`config.mk`:
```
export PLATFORM = sky130hd
export DESIGN_NAME = playfair_digraph_encryptor_top
export DESIGN_NICKNAME = d
export VERILOG_FILES = /design/src/design/pfe_pkg.sv /design/src/design/pfe_ram.sv /design/src/design/pfe_ctrl.sv /design/src/design/pfe_datapath.sv /design/src/design/playfair_digraph_encryptor_top.sv
export SDC_FILE = /design/constraint.sdc
export NUM_CORES = 1
export LEC_CHECK = 0
export BUFFER_PORTS_ARGS = -buffer_cell sky130_fd_sc_hd__buf_2
export CORE_MARGIN = 8
export CORE_UTILIZATION = 60
export DETAILED_ROUTE_END_ITERATION = 10
export GPL_TIMING_DRIVEN = 0
export PLACE_DENSITY = 0.76
export REMOVE_ABC_BUFFERS = 1
export SLEW_MARGIN = 5
export SYNTH_ARGS = -nofsm -noshare
export SYNTH_HDL_FRONTEND = slang
export SYNTH_SLANG_ARGS = --single-unit
```
`constraint.sdc`:
```
create_clock -name clk -period 6.2 [get_ports clk]
set_clock_uncertainty 0.2 [all_clocks]
set_input_delay 0.31 -clock clk [delete_from_list [all_inputs] [get_ports clk]]
set_output_delay 0.31 -clock clk [all_outputs]
set_load 0.02 [all_outputs]
```
`src/design/pfe_pkg.sv`:
```
// Shared types, codes and helpers for the Playfair digraph encryptor.
// No dependencies; imported by every module of the block but pfe_ram.
package pfe_pkg;

    localparam int unsigned CODE_W  = 5;
    localparam int unsigned SQ_SIDE = 5;
    localparam int unsigned SQ_CELLS = 25;
    localparam int unsigned LETTERS = 26;

    localparam logic [CODE_W-1:0] CODE_X    = 5'd23;
    localparam logic [CODE_W-1:0] CODE_Y    = 5'd24;
    localparam logic [CODE_W-1:0] CODE_Z    = 5'd25;
    localparam logic [CODE_W-1:0] CELLS_C   = 5'd25;
    localparam logic [CODE_W-1:0] LAST_CELL = 5'd24;

    typedef enum logic [1:0] {
        OP_KEY      = 2'd0,
        OP_KEY_END  = 2'd1,
        OP_TEXT     = 2'd2,
        OP_TEXT_END = 2'd3
    } op_t;

    typedef enum logic [3:0] {
        ST_IDLE,
        ST_FILL,
        ST_RD_A,
        ST_RD_B,
        ST_CALC,
        ST_RD_KA,
        ST_RD_KB,
        ST_LOAD,
        ST_EMIT_Z
    } ctl_state_t;

    // controller -> datapath
    typedef struct packed {
        logic place_key;
        logic fill_start;
        logic fill_step;
        logic set_done;
        logic pend_store;
        logic pair_text;
        logic pair_end;
        logic rd_pa;
        logic rd_pb;
        logic calc;
        logic rd_ka;
        logic rd_kb;
        logic load_pair;
        logic load_z;
    } pfe_cmd_t;

    // datapath -> controller
    typedef struct packed {
        logic key_done;
        logic pend_valid;
        logic key_ok;
        logic text_ok;
        logic is_z;
        logic fill_last;
        logic buf_empty;
    } pfe_stat_t;

    function automatic logic [2:0] row_of(input logic [CODE_W-1:0] p);
        logic [2:0] r;
        if (p >= 5'd20)
            r = 3'd4;
        else if (p >= 5'd15)
            r = 3'd3;
        else if (p >= 5'd10)
            r = 3'd2;
        else if (p >= 5'd5)
            r = 3'd1;
        else
            r = 3'd0;
        return r;
    endfunction

    // cell index = row * 5 + col
    function automatic logic [CODE_W-1:0] cell_at(input logic [2:0] r, input logic [2:0] c);
        return ({2'b00, r} << 2) + {2'b00, r} + {2'b00, c};
    endfunction

    function automatic logic [2:0] col_of(input logic [CODE_W-1:0] p);
        logic [CODE_W-1:0] base;
        base = cell_at(row_of(p), 3'd0);
        return 3'(p - base);
    endfunction

    function automatic logic [2:0] wrap_inc(input logic [2:0] v);
        return (v == 3'd4) ? 3'd0 : v + 3'd1;
    endfunction

    function automatic logic [CODE_W-1:0] filler_for(input logic [CODE_W-1:0] code);
        return (code == CODE_X) ? CODE_Y : CODE_X;
    endfunction

endpackage

```
`src/design/pfe_ram.sv`:
```
// Generic single-write, single-read RAM with registered read data.
// No dependencies.
module pfe_ram #(
    parameter int unsigned WIDTH = 5,
    parameter int unsigned DEPTH = 32
) (
    input  logic                     clk,
    input  logic                     we,
    input  logic [$clog2(DEPTH)-1:0] waddr,
    input  logic [WIDTH-1:0]         wdata,
    input  logic                     re,
    input  logic [$clog2(DEPTH)-1:0] raddr,
    output logic [WIDTH-1:0]         rdata
);

    logic [WIDTH-1:0] mem [DEPTH];

    always_ff @(posedge clk)
    begin
        if (we)
        begin
            mem[waddr] <= wdata;
        end
        if (re)
        begin
            rdata <= mem[raddr];
        end
    end

endmodule

```
`src/design/pfe_ctrl.sv`:
```
// Sequencing state machine for the Playfair encryptor.
// Depends on pfe_pkg; drives the datapath by pfe_cmd_t, reads pfe_stat_t.
module pfe_ctrl
    import pfe_pkg::*;
(
    input  logic      clk,
    input  logic      rst_n,
    input  logic      item_valid,
    output logic      item_stall,
    input  op_t       operation,
    input  pfe_stat_t stat,
    output pfe_cmd_t  cmd
);

    ctl_state_t state_reg, state_next;
    logic       take;

    assign item_stall = (state_reg != ST_IDLE);
    assign take       = item_valid && (state_reg == ST_IDLE);

    always_ff @(posedge clk or negedge rst_n)
    begin
        if (!rst_n)
        begin
            state_reg <= ST_IDLE;
        end
        else
        begin
            state_reg <= state_next;
        end
    end

    always_comb
    begin
        state_next = state_reg;
        case (state_reg)
            ST_IDLE:
            begin
                if (take)
                begin
                    case (operation)
                        OP_KEY_END:
                        begin
                            if (!stat.key_done)
                                state_next = ST_FILL;
                        end
                        OP_TEXT:
                        begin
                            if (stat.key_done && stat.text_ok)
                            begin
                                if (stat.is_z)
                                    state_next = ST_EMIT_Z;
                                else if (stat.pend_valid)
                                    state_next = ST_RD_A;
                            end
                        end
                        OP_TEXT_END:
                        begin
                            if (stat.key_done && stat.pend_valid)
                                state_next = ST_RD_A;
                        end
                        default:
                        begin
                            state_next = ST_IDLE;
                        end
                    endcase
                end
            end
            ST_FILL:
            begin
                if (stat.fill_last)
                    state_next = ST_IDLE;
            end
            ST_RD_A:   state_next = ST_RD_B;
            ST_RD_B:   state_next = ST_CALC;
            ST_CALC:   state_next = ST_RD_KA;
            ST_RD_KA:  state_next = ST_RD_KB;
            ST_RD_KB:  state_next = ST_LOAD;
            ST_LOAD:
            begin
                if (stat.buf_empty)
                    state_next = ST_IDLE;
            end
            ST_EMIT_Z:
            begin
                if (stat.buf_empty)
                    state_next = ST_IDLE;
            end
            default:
            begin
                state_next = ST_IDLE;
            end
        endcase
    end

    always_comb
    begin
        cmd = '0;
        case (state_reg)
            ST_IDLE:
            begin
                if (take)
                begin
                    case (operation)
                        OP_KEY:
                        begin
                            cmd.place_key = !stat.key_done && stat.key_ok;
                        end
                        OP_KEY_END:
                        begin
                            cmd.fill_start = !stat.key_done;
                        end
                        OP_TEXT:
                        begin
                            if (stat.key_done && stat.text_ok && !stat.is_z)
                            begin
                                cmd.pend_store = !stat.pend_valid;
                                cmd.pair_text  = stat.pend_valid;
                            end
                        end
                        OP_TEXT_END:
                        begin
                            cmd.pair_end = stat.key_done && stat.pend_valid;
                        end
                        default:
                        begin
                            cmd = '0;
                        end
                    endcase
                end
            end
            ST_FILL:
            begin
                cmd.fill_step = 1'b1;
                cmd.set_done  = stat.fill_last;
            end
            ST_RD_A:   cmd.rd_pa = 1'b1;
            ST_RD_B:   cmd.rd_pb = 1'b1;
            ST_CALC:   cmd.calc  = 1'b1;
            ST_RD_KA:  cmd.rd_ka = 1'b1;
            ST_RD_KB:  cmd.rd_kb = 1'b1;
            ST_LOAD:   cmd.load_pair = stat.buf_empty;
            ST_EMIT_Z: cmd.load_z    = stat.buf_empty;
            default:
            begin
                cmd = '0;
            end
        endcase
    end

endmodule

```
`src/design/pfe_datapath.sv`:
```
// Datapath: key square and letter position RAMs, pair logic, result buffer.
// Depends on pfe_pkg and pfe_ram; commanded by pfe_ctrl.
module pfe_datapath
    import pfe_pkg::*;
(
    input  logic              clk,
    input  logic              rst_n,
    input  logic [CODE_W-1:0] letter,
    input  pfe_cmd_t          cmd,
    output pfe_stat_t         stat,
    input  logic              result_stall,
    output logic              result_valid,
    output logic [CODE_W-1:0] cipher_letter,
    output logic              last
);

    logic [LETTERS-1:0] used_reg, used_next;
    logic [CODE_W-1:0]  fill_reg, fill_next;
    logic [CODE_W-1:0]  scan_reg, scan_next;
    logic               key_done_reg, key_done_next;
    logic               pend_valid_reg, pend_valid_next;
    logic [CODE_W-1:0]  pend_reg, pend_next;
    logic [CODE_W-1:0]  a_reg, a_next;
    logic [CODE_W-1:0]  b_reg, b_next;
    logic [CODE_W-1:0]  pa_reg;
    logic [CODE_W-1:0]  na_reg, nb_reg;
    logic [CODE_W-1:0]  c0_reg;
    logic [1:0]         cnt_reg, cnt_next;
    logic [CODE_W-1:0]  slot0_reg, slot0_next;
    logic               slot0_last_reg, slot0_last_next;
    logic [CODE_W-1:0]  slot1_reg, slot1_next;

    logic               full;
    logic               scan_free;
    logic               place;
    logic [CODE_W-1:0]  code;
    logic [CODE_W-1:0]  pos_rdata, key_rdata;
    logic [CODE_W-1:0]  pos_raddr, key_raddr;
    logic [2:0]         ra, rb, ca, cb;
    logic [CODE_W-1:0]  na, nb;
    logic               word_out;

    assign full      = (fill_reg >= CELLS_C);
    assign scan_free = !used_reg[scan_reg];
    assign place     = cmd.place_key || (cmd.fill_step && !full && scan_free);
    assign code      = cmd.fill_step ? scan_reg : letter;

    assign stat.key_done   = key_done_reg;
    assign stat.pend_valid = pend_valid_reg;
    assign stat.key_ok     = (letter < CELLS_C) && !used_reg[letter] && !full;
    assign stat.text_ok    = (letter <= CODE_Z);
    assign stat.is_z       = (letter == CODE_Z);
    assign stat.fill_last  = (scan_reg == LAST_CELL) || full;
    assign stat.buf_empty  = (cnt_reg == 2'd0);

    assign pos_raddr = cmd.rd_pa ? a_reg : b_reg;
    assign key_raddr = cmd.rd_ka ? na_reg : nb_reg;

    pfe_ram #(.WIDTH(CODE_W), .DEPTH(SQ_CELLS)) u_square (
        .clk   (clk),
        .we    (place),
        .waddr (fill_reg),
        .wdata (code),
        .re    (cmd.rd_ka || cmd.rd_kb),
        .raddr (key_raddr),
        .rdata (key_rdata)
    );

    pfe_ram #(.WIDTH(CODE_W), .DEPTH(LETTERS)) u_position (
        .clk   (clk),
        .we    (place),
        .waddr (code),
        .wdata (fill_reg),
        .re    (cmd.rd_pa || cmd.rd_pb),
        .raddr (pos_raddr),
        .rdata (pos_rdata)
    );

    // pa from the holding register, pb straight off the RAM
    always_comb
    begin
        ra = row_of(pa_reg);
        ca = col_of(pa_reg);
        rb = row_of(pos_rdata);
        cb = col_of(pos_rdata);
        if (ra == rb)
        begin
            na = cell_at(ra, wrap_inc(ca));
            nb = cell_at(rb, wrap_inc(cb));
        end
        else if (ca == cb)
        begin
            na = cell_at(wrap_inc(ra), ca);
            nb = cell_at(wrap_inc(rb), cb);
        end
        else
        begin
            na = cell_at(ra, cb);
            nb = cell_at(rb, ca);
        end
    end

    always_comb
    begin
        used_next       = used_reg;
        fill_next       = fill_reg;
        scan_next       = scan_reg;
        key_done_next   = key_done_reg;
        pend_valid_next = pend_valid_reg;
        pend_next       = pend_reg;
        a_next          = a_reg;
        b_next          = b_reg;

        if (place)
        begin
            used_next[code] = 1'b1;
            fill_next       = fill_reg + 5'd1;
        end
        if (cmd.fill_start)
            scan_next = '0;
        else if (cmd.fill_step)
            scan_next = scan_reg + 5'd1;
        if (cmd.set_done)
            key_done_next = 1'b1;

        if (cmd.pend_store)
        begin
            pend_valid_next = 1'b1;
            pend_next       = letter;
        end
        if (cmd.pair_text)
        begin
            a_next = pend_reg;
            // doubled pair: pad the first, the second keeps waiting
            if (letter == pend_reg)
            begin
                b_next = filler_for(letter);
            end
            else
            begin
                b_next          = letter;
                pend_valid_next = 1'b0;
            end
        end
        if (cmd.pair_end)
        begin
            a_next          = pend_reg;
            b_next          = filler_for(pend_reg);
            pend_valid_next = 1'b0;
        end
    end

    assign word_out = result_valid && !result_stall;

    always_comb
    begin
        cnt_next        = cnt_reg;
        slot0_next      = slot0_reg;
        slot0_last_next = slot0_last_reg;
        slot1_next      = slot1_reg;
        if (cmd.load_pair)
        begin
            cnt_next        = 2'd2;
            slot0_next      = c0_reg;
            slot0_last_next = 1'b0;
            slot1_next      = key_rdata;
        end
        else if (cmd.load_z)
        begin
            cnt_next        = 2'd1;
            slot0_next      = CODE_Z;
            slot0_last_next = 1'b1;
        end
        else if (word_out)
        begin
            cnt_next        = cnt_reg - 2'd1;
            slot0_next      = slot1_reg;
            slot0_last_next = 1'b1;
        end
    end

    always_ff @(posedge clk or negedge rst_n)
    begin
        if (!rst_n)
        begin
            used_reg       <= '0;
            fill_reg       <= '0;
            scan_reg       <= '0;
            key_done_reg   <= 1'b0;
            pend_valid_reg <= 1'b0;
            pend_reg       <= '0;
            cnt_reg        <= '0;
        end
        else
        begin
            used_reg       <= used_next;
            fill_reg       <= fill_next;
            scan_reg       <= scan_next;
            key_done_reg   <= key_done_next;
            pend_valid_reg <= pend_valid_next;
            pend_reg       <= pend_next;
            cnt_reg        <= cnt_next;
        end
    end

    always_ff @(posedge clk)
    begin
        a_reg          <= a_next;
        b_reg          <= b_next;
        slot0_reg      <= slot0_next;
        slot0_last_reg <= slot0_last_next;
        slot1_reg      <= slot1_next;
        if (cmd.rd_pb)
            pa_reg <= pos_rdata;
        if (cmd.calc)
        begin
            na_reg <= na;
            nb_reg <= nb;
        end
        if (cmd.rd_kb)
            c0_reg <= key_rdata;
    end

    assign result_valid  = (cnt_reg != 2'd0);
    assign cipher_letter = slot0_reg;
    assign last          = slot0_last_reg;

endmodule

```
`src/design/playfair_digraph_encryptor_top.sv`:
```
// Top level of the Playfair digraph encryptor: controller plus datapath.
// Depends on pfe_pkg, pfe_ctrl, pfe_datapath (and pfe_ram below it).
//
//  channel  | handshake                  | payload
//  ---------+----------------------------+--------------------------
//  item     | item_valid / item_stall    | operation[1:0], letter[4:0]
//  result   | result_valid / result_stall| cipher_letter[4:0], last
//
// Key letters, lone text letters and ignored words are handled in the idle state.
// Key end walks the alphabet one letter a cycle until the square is full.
// A text pair runs through two position RAM reads, the cell calc, two square
// RAM reads and the load into the two-word result buffer; Z goes straight to its load.
// Reset is async active low and needs no clearing pass. A full result
// buffer holds a new pair at its load step until the last word has gone.
module playfair_digraph_encryptor_top
    import pfe_pkg::*;
(
    input  logic              clk,
    input  logic              rst_n,
    input  logic              item_valid,
    output logic              item_stall,
    input  logic [1:0]        operation,
    input  logic [CODE_W-1:0] letter,
    output logic              result_valid,
    input  logic              result_stall,
    output logic [CODE_W-1:0] cipher_letter,
    output logic              last
);

    pfe_cmd_t  cmd;
    pfe_stat_t stat;

    pfe_ctrl u_ctrl (
        .clk        (clk),
        .rst_n      (rst_n),
        .item_valid (item_valid),
        .item_stall (item_stall),
        .operation  (op_t'(operation)),
        .stat       (stat),
        .cmd        (cmd)
    );

    pfe_datapath u_datapath (
        .clk           (clk),
        .rst_n         (rst_n),
        .letter        (letter),
        .cmd           (cmd),
        .stat          (stat),
        .result_stall  (result_stall),
        .result_valid  (result_valid),
        .cipher_letter (cipher_letter),
        .last          (last)
    );

endmodule

```
## Word-level counts from Yosys, hierarchy flattened

Memory sizes are Yosys's and may differ from the RTL's. A register that Yosys moved wholly into a read port is not among the register bits.
Index checks and enable logic that the tools add are counted.

| storage, ports and cells | value |
|---|---|
| register bits | 90 |
| bits in latches | 0 |
| RAM bits | 255 |
| bits in read-only memories | 0 |
| input bits | 11 |
| output and inout bits | 8 |
| word-level logic and storage cells | 190 |
| memories | 2 |

Memory list:

| name | depth | width | read ports | clocked after memory_dff | write ports | line | source |
|---|---|---|---|---|---|---|---|
| u_datapath.u_position.mem | 26 | 5 | 1 | 1 | 1 | pfe_ram.sv:16 | `logic [WIDTH-1:0] mem [DEPTH];` |
| u_datapath.u_square.mem | 25 | 5 | 1 | 1 | 1 | pfe_ram.sv:16 |  |

| cells by class | value |
|---|---|
| $add $sub $neg | 19 |
| multiply operators | 0 |
| divide/modulo/power cells | 0 |
| magnitude comparators | 15 |
| equal/unequal tests | 29 |
| shift-type cells | 0 |
| multiplexer cells | 74 |
| bitwise logic cells | 1 |
| reductions and logical operators | 33 |

Operator list:

| cell | number |
|---|---|
| 5-bit 2-to-1 mux | 17 |
| 5-bit by 3-bit adder with 5-bit output | 10 |
| 4-bit 2-to-1 mux | 10 |
| 3-bit 2-to-1 mux | 11 |
| 4-bit case mux with 8 select lines | 1 |
| 26-bit OR | 1 |
| 5-bit equality test, second input constant | 4 |
| 5-bit by 4-bit >= comparator with 1-bit output, second input constant | 4 |
| 5-bit by 6-bit less-than comparator with 1-bit output, second input constant | 3 |
| 4-bit by 3-bit equality test with 1-bit output, second input constant | 4 |
| 1-bit 2-to-1 mux | 16 |
| 5-bit >= comparator, second input constant | 3 |
| 14-bit 2-to-1 mux | 1 |
| 1-bit case mux with 2 select lines | 7 |
| 3-bit by 1-bit adder with 3-bit output, second input constant | 4 |
| 3-bit equality test, second input constant | 4 |
| 2-bit 2-to-1 mux | 6 |
| 4-bit case mux with 3 select lines | 1 |
| 1-bit logical AND | 11 |
| 5-bit by 1-bit adder with 5-bit output, second input constant | 2 |
| 1-bit binary-select mux with 5-bit select | 2 |
| 5-bit by 3-bit >= comparator with 1-bit output, second input constant | 2 |
| 3-bit inequality test, second input constant | 3 |
| 4-bit by 2-bit equality test with 1-bit output, second input constant | 2 |
| 24 further kinds | 42 |

## Longest topological paths before layout

| depth | value |
|---|---|
| depth in word-level cells | 15 |
| mapped depth | 19 |
| mapped depth without buffers | 19 |

## Modules after synthesis

A second synthesis with hierarchy kept.

| unflattened totals | value |
|---|---|
| cells, all modules | 1158 |
| area total of the unflattened synthesis | 16524.6 um^2 |

Modules (own cells, without submodules):

| module | instances | cells each | area an instance (um^2) | seq. area each (um^2) |
|---|---|---|---|---|
| pfe_datapath | 1 | 510 | 5517.8 | 2347.3 |
| pfe_ram (u_datapath.u_position) | 1 | 314 | 5416.4 | 4053.9 |
| pfe_ram (u_datapath.u_square) | 1 | 272 | 5128.7 | 3903.7 |
| pfe_ctrl | 1 | 62 | 461.7 | 100.1 |

## Least setup slack after synthesis

No wires, ideal clock.

| path | value |
|---|---|
| path type | register -> register |
| start point | register u_datapath.pa_reg[3] |
| end point | register u_datapath.na_reg[4] (data pin) |
| library setup time | 283 ps |
| arrival time | 3764 ps |
| data required time | 5717 ps |
| slack | 1953 ps |
| stages on the path, launching flop included | 17 |
| path buffers | 0 |
| clock period less this slack | 4247 ps |
| cell sequence | edfxtp_1 o21ai_0 and2_1 ha_1 inv_1 fa_1 or3b_2 o311a_1 o211a_1 inv_1 fa_1 inv_1 ha_1 a21o_1 a21oi_1 xnor2_1 a32oi_1 |

| between the ends | value |
|---|---|
| word-level cells in the longest chain between the ends | 11 |
| elaborated cells between the ends (all ways) | 24 |
| those cells by class | add/sub (8); order compare (4); eq/ne (4); mux (8) |

RTL lines:

| item | line | source |
|---|---|---|
| start: declaration | pfe_datapath.sv:25 | `logic [CODE_W-1:0] pa_reg;` |
| start signal: assignment | pfe_datapath.sv:214 | `pa_reg <= pos_rdata;` |
| 5-bit by 3-bit >= comparator with 1-bit output | pfe_pkg.sv:72 | `else if (p >= 5'd5)` |
| 1-bit 2-to-1 mux | pfe_pkg.sv:72 |  |
| 3-bit 2-to-1 mux | pfe_pkg.sv:70 | `else if (p >= 5'd10)` |
| 3-bit 2-to-1 mux | pfe_pkg.sv:68 | `else if (p >= 5'd15)` |
| 3-bit 2-to-1 mux * | pfe_pkg.sv:66 | `if (p >= 5'd20)` |
| 5-bit by 3-bit adder with 5-bit output, or another cell as far along | pfe_pkg.sv:81 | `return ({2'b00, r} << 2) + {2'b00, r} + {2'b00, c};` |
| 3-bit subtractor / 3-bit 2-to-1 mux (equally long branches) | pfe_pkg.sv:87, pfe_pkg.sv:91 |  |
| 3-bit by 1-bit adder with 3-bit output, or another cell as far along | pfe_pkg.sv:91 | `return (v == 3'd4) ? 3'd0 : v + 3'd1;` |
| 3-bit 2-to-1 mux / 5-bit by 3-bit adder with 5-bit output (equally long branches) | pfe_pkg.sv:91, pfe_pkg.sv:81 |  |
| 5-bit by 3-bit adder with 5-bit output / 5-bit 2-to-1 mux (equally long branches) | pfe_pkg.sv:81, pfe_datapath.sv:91 |  |
| 5-bit 2-to-1 mux * | pfe_datapath.sv:86 | `if (ra == rb)` |
| net u_datapath.na[4] | pfe_datapath.sv:40 | `logic [CODE_W-1:0] na, nb;` |
| end signal: assignment | pfe_datapath.sv:217 | `na_reg <= na;` |
| end: declaration | pfe_datapath.sv:26 | `logic [CODE_W-1:0] na_reg, nb_reg;` |

The timed path passes the listed nets; every way through them passes the cells marked *.
A chain may end at the register's enable or synchronous reset.

## Worst setup path in the final report

| path | value |
|---|---|
| start point | register u_datapath.u_position.rdata[2], read port of u_datapath.u_position.mem |
| end point | register u_datapath.nb_reg[4] (data pin) |

| between the ends | value |
|---|---|
| word-level cells in the longest chain between the ends | 11 |
| elaborated cells between the ends (all ways) | 24 |
| those cells by class | add/sub (8); order compare (4); eq/ne (4); mux (8) |

RTL lines:

| item | line | source |
|---|---|---|
| start: declaration | pfe_ram.sv:13 | `output logic [WIDTH-1:0] rdata` |
| 5-bit by 3-bit >= comparator with 1-bit output | pfe_pkg.sv:72 |  |
| 1-bit 2-to-1 mux | pfe_pkg.sv:72 |  |
| 3-bit 2-to-1 mux | pfe_pkg.sv:70 |  |
| 3-bit 2-to-1 mux | pfe_pkg.sv:68 |  |
| 3-bit 2-to-1 mux | pfe_pkg.sv:66 |  |
| 5-bit by 3-bit adder with 5-bit output, or another cell as far along | pfe_pkg.sv:81 |  |
| 3-bit subtractor / 3-bit 2-to-1 mux (equally long branches) | pfe_pkg.sv:87, pfe_pkg.sv:91 |  |
| 3-bit by 1-bit adder with 3-bit output, or another cell as far along | pfe_pkg.sv:91 |  |
| 3-bit 2-to-1 mux / 5-bit by 3-bit adder with 5-bit output (equally long branches) | pfe_pkg.sv:91, pfe_pkg.sv:81 |  |
| 5-bit by 3-bit adder with 5-bit output / 5-bit 2-to-1 mux (equally long branches) | pfe_pkg.sv:81, pfe_datapath.sv:91 |  |
| 5-bit 2-to-1 mux * | pfe_datapath.sv:86 |  |
| net u_datapath.nb[4] | pfe_datapath.sv:40 |  |
| end signal: assignment | pfe_datapath.sv:218 | `nb_reg <= nb;` |
| end: declaration | pfe_datapath.sv:26 |  |

Marks and branches as above.

==> out/metrics.csv <==
metric;value;unit
combinational share of power;27.8;%
# nets final;1240;
vias per inst;6.35;
commonest non-fill, non-tap cells in the layout;edfxtp_1 (305), nand2_1 (93), nor2_1 (67), mux2i_1 (55), dfrtp_1 (48);
Worst setup SP type;flip-flop;
yosys warns;0;
Sw Ratio;32.0;%
Starting Density;61.2;%
Routed WL per cell;22.3;um
Yosys reg bits;355;
Tcrit/Tclk final;79.2;%
Final setup viols;0;
Routed Antenna Nets;0;
FFs w/ async S/R, synth;13.8;%
fin area;0.0185;mm2
NetSw;2.51;mW
Setup Crit Path Kind;reg2reg;
die height;182;um
Port Buffers;18;
CTS tree;built;
Synth Cell Area;0.0165;mm2
maximum vdd drop;0.000267;V
Overflow after GRT;0;
placed cell areas;0.0171;mm2
Worst EP required;6340;ps
Post-synth EDFFs;305;
share of post-route cells with drive strength above 1;15.4;%
Synth Flop Type;edfxtp_1;
Die X;182;um
Pleak;6.76;nW
worst-skew pair later-pin latency;530;ps
number of global-route vias before repair;9834;
internal power;5.34;mW
mean area per synthesized cell;14.2;um2
max FFs per register;130;
Pwr Density;425;mW/mm2
core box area;0.0270;mm2
DRC violations left;0;
Post-CTS Resized;0;
Slew Limit Fails;0;
Peak Freq;204;MHz
routed vias;9875;
CTS Buf Count;37;
relative slew slack;13.4;%
Worst Path Max Fanout;9;
power share of the clock group;29.1;%
initial antenna violation count;2;
row cnt;60;
WP data arrival;5060;ps
Post-DP HPWL;22800;um
register area share after synthesis;62.9;%
largest net degree at the start of global routing;50;
clk sinks;355;
DRT Wirelength;34700;um
setup TNS;0;ps
first-pass GRT wire length;55100;um
synthesis-to-layout area growth;11.7;%
Final min period;4910;ps
RSZ-0062 raised after global routing;no;
Worst setup EP type;flip-flop;
Inserted Diodes;0;
First-pass DRT Iterations;5;
Tot GR Track Use;21.1;%
CTS max path bufs;3;
Max Cap Viol;0;
Initial DRC Count;1155;
clk root buf;clkbuf_16;
Seq pwr share;43.0;%
FF-to-FF setup slack;1290;ps
Hold/Removal Path Class;in2reg;
commonest non-fill, non-tap cell in the layout;edfxtp_1;
final hold slack;23.0;ps
Worst-Margin Slew;1300;ps
Final GP Congestion;0.925;
Clock transition at path regs;60;ps
CTS HTree Levels;2;
Post-Synthesis Cells;1165;
status;completed;
Final Hold Vio Count;0;
DIE AREA;0.0331;mm2
synth unique cells;71;
I/O pins;19;
==> cell families after synthesis <==
logic type	Yosys count	synth area share, %
multiplexers	128	11.8
adder cells (fa/ha/maj)	45	3.81
XOR/XNOR	28	1.48
buffers and inverters	88	2.16
flip-flops	355	62.9
AO/OA/AOI/OAI	166	6.90
AND/OR/NAND/NOR	355	10.9
==> synth_stat cells, drive strengths merged, types with 4 or more instances <==
master	instances	area, um2
edfxtp	305	9160
nand2	93	349
nor2	67	251
mux2i	61	614
dfrtp	49	1230
mux4	49	1130
and3	38	238
clkbuf	36	136
ha	36	450
inv	35	131
a21oi	34	178
o21ai	33	165
nor3	26	140
nand3	24	120
nor2b	23	144
xnor2	20	175
or2	19	119
mux2	18	203
buf	16	85.1
and2	15	96.3
a21o	13	97.6
o211ai	12	90.1
a211o	11	96.3
nand2b	11	68.8
a211oi	10	75.1
nand4	10	62.6
fa	9	180
or3	9	56.3
o21bai	8	60.1
xor2	8	70.1
a32oi	6	52.6
o21a	5	37.5
a22oi	4	30.0
nand3b	4	30.0
o22a	4	35.0
==> repair_timing <==
item / CTS / global route
hold buffers: 3 / 0
hold endpoints to repair: 52 / 0
buffers inserted: 0 / 0
==> worst max-delay path, stage by stage (launching register included) <==
cell and delay, ps:
edfxtp_1 510, o21ai_0 620, and2_1 320, ha_1 180, inv_1 50, fa_1 420, nor2b_1 160, o311a_1 120
nor3_2 580, ha_1 380, ha_1 300, a21o_1 150, a21oi_1 210, nor4b_1 80, a221oi_1 230, a2bb2oi_1 240
==> power groups by stage <==
stage	Combinational [mW]	Clock [mW]	Sequential, mW
after CTS	2.18	2.32	3.37
after global routing	2.40	2.41	3.42
after detailed placement	2.16	0	3.41
after floorplan	1.55	0	3.28
after global placement	2.06	0	3.38
final	2.18	2.29	3.38
==> routing by layer <==
| layer | vias to the layer above | global-route usage [%] | wire, um |
|---|---|---|---|
| met5 | - | 0 | 13 |
| met4 | 2 | 5.51 | 818 |
| met2 | 406 | 34.3 | 16800 |
| met1 | 4899 | 29.3 | 14800 |
| met3 | 74 | 3.47 | 2320 |
| li1 | 4494 | - | - |
==> worst paths after layout <==
kind | start | endpoint | cells after the start
max | u_datapath.u_position.rdata[2] | u_datapath.nb_reg[4] | 15
min | operation[1] | u_datapath.scan_reg[4] | 3
max reg2reg | u_datapath.u_position.rdata[2] | u_datapath.nb_reg[4] | 15
min reg2reg | u_datapath.u_square.rdata[1] | u_datapath.slot1_reg[1] | 0
max in group asynchronous | rst_n | u_datapath.fill_reg[4] | 2
min in group asynchronous | rst_n | u_datapath.cnt_reg[1] | 2
==> per-stage QoR <==
| step | power (mW) | util [%] | setup slack, ps | instances |
|---|---|---|---|---|
| detailed placement | 5.57 | 63.4 | 1340 | 1483 |
| global route | 8.23 | 68.3 | 1010 | 1554 |
| floorplan | 4.83 | - | 231 | 1113 |
| global placement | 5.44 | 62.3 | -1560 | 1472 |
| CTS | 7.87 | 68.3 | 1330 | 1554 |
| finish | 7.85 | 68.3 | 1290 | 1554 |
==> layout make-up <==
cell class / count / area [um2]
Clock buffer: 52 / 1030
Clock inverter: 16 / 241
Fill cell: 1822 / 8560
Inverter: 36 / 135
Multi-Input combinational cell: 722 / 5870
Sequential cell: 355 / 10400
Tap cell: 341 / 427
Timing Repair Buffer: 32 / 355
No activity file was read; power rests on OpenSTA's default activity.
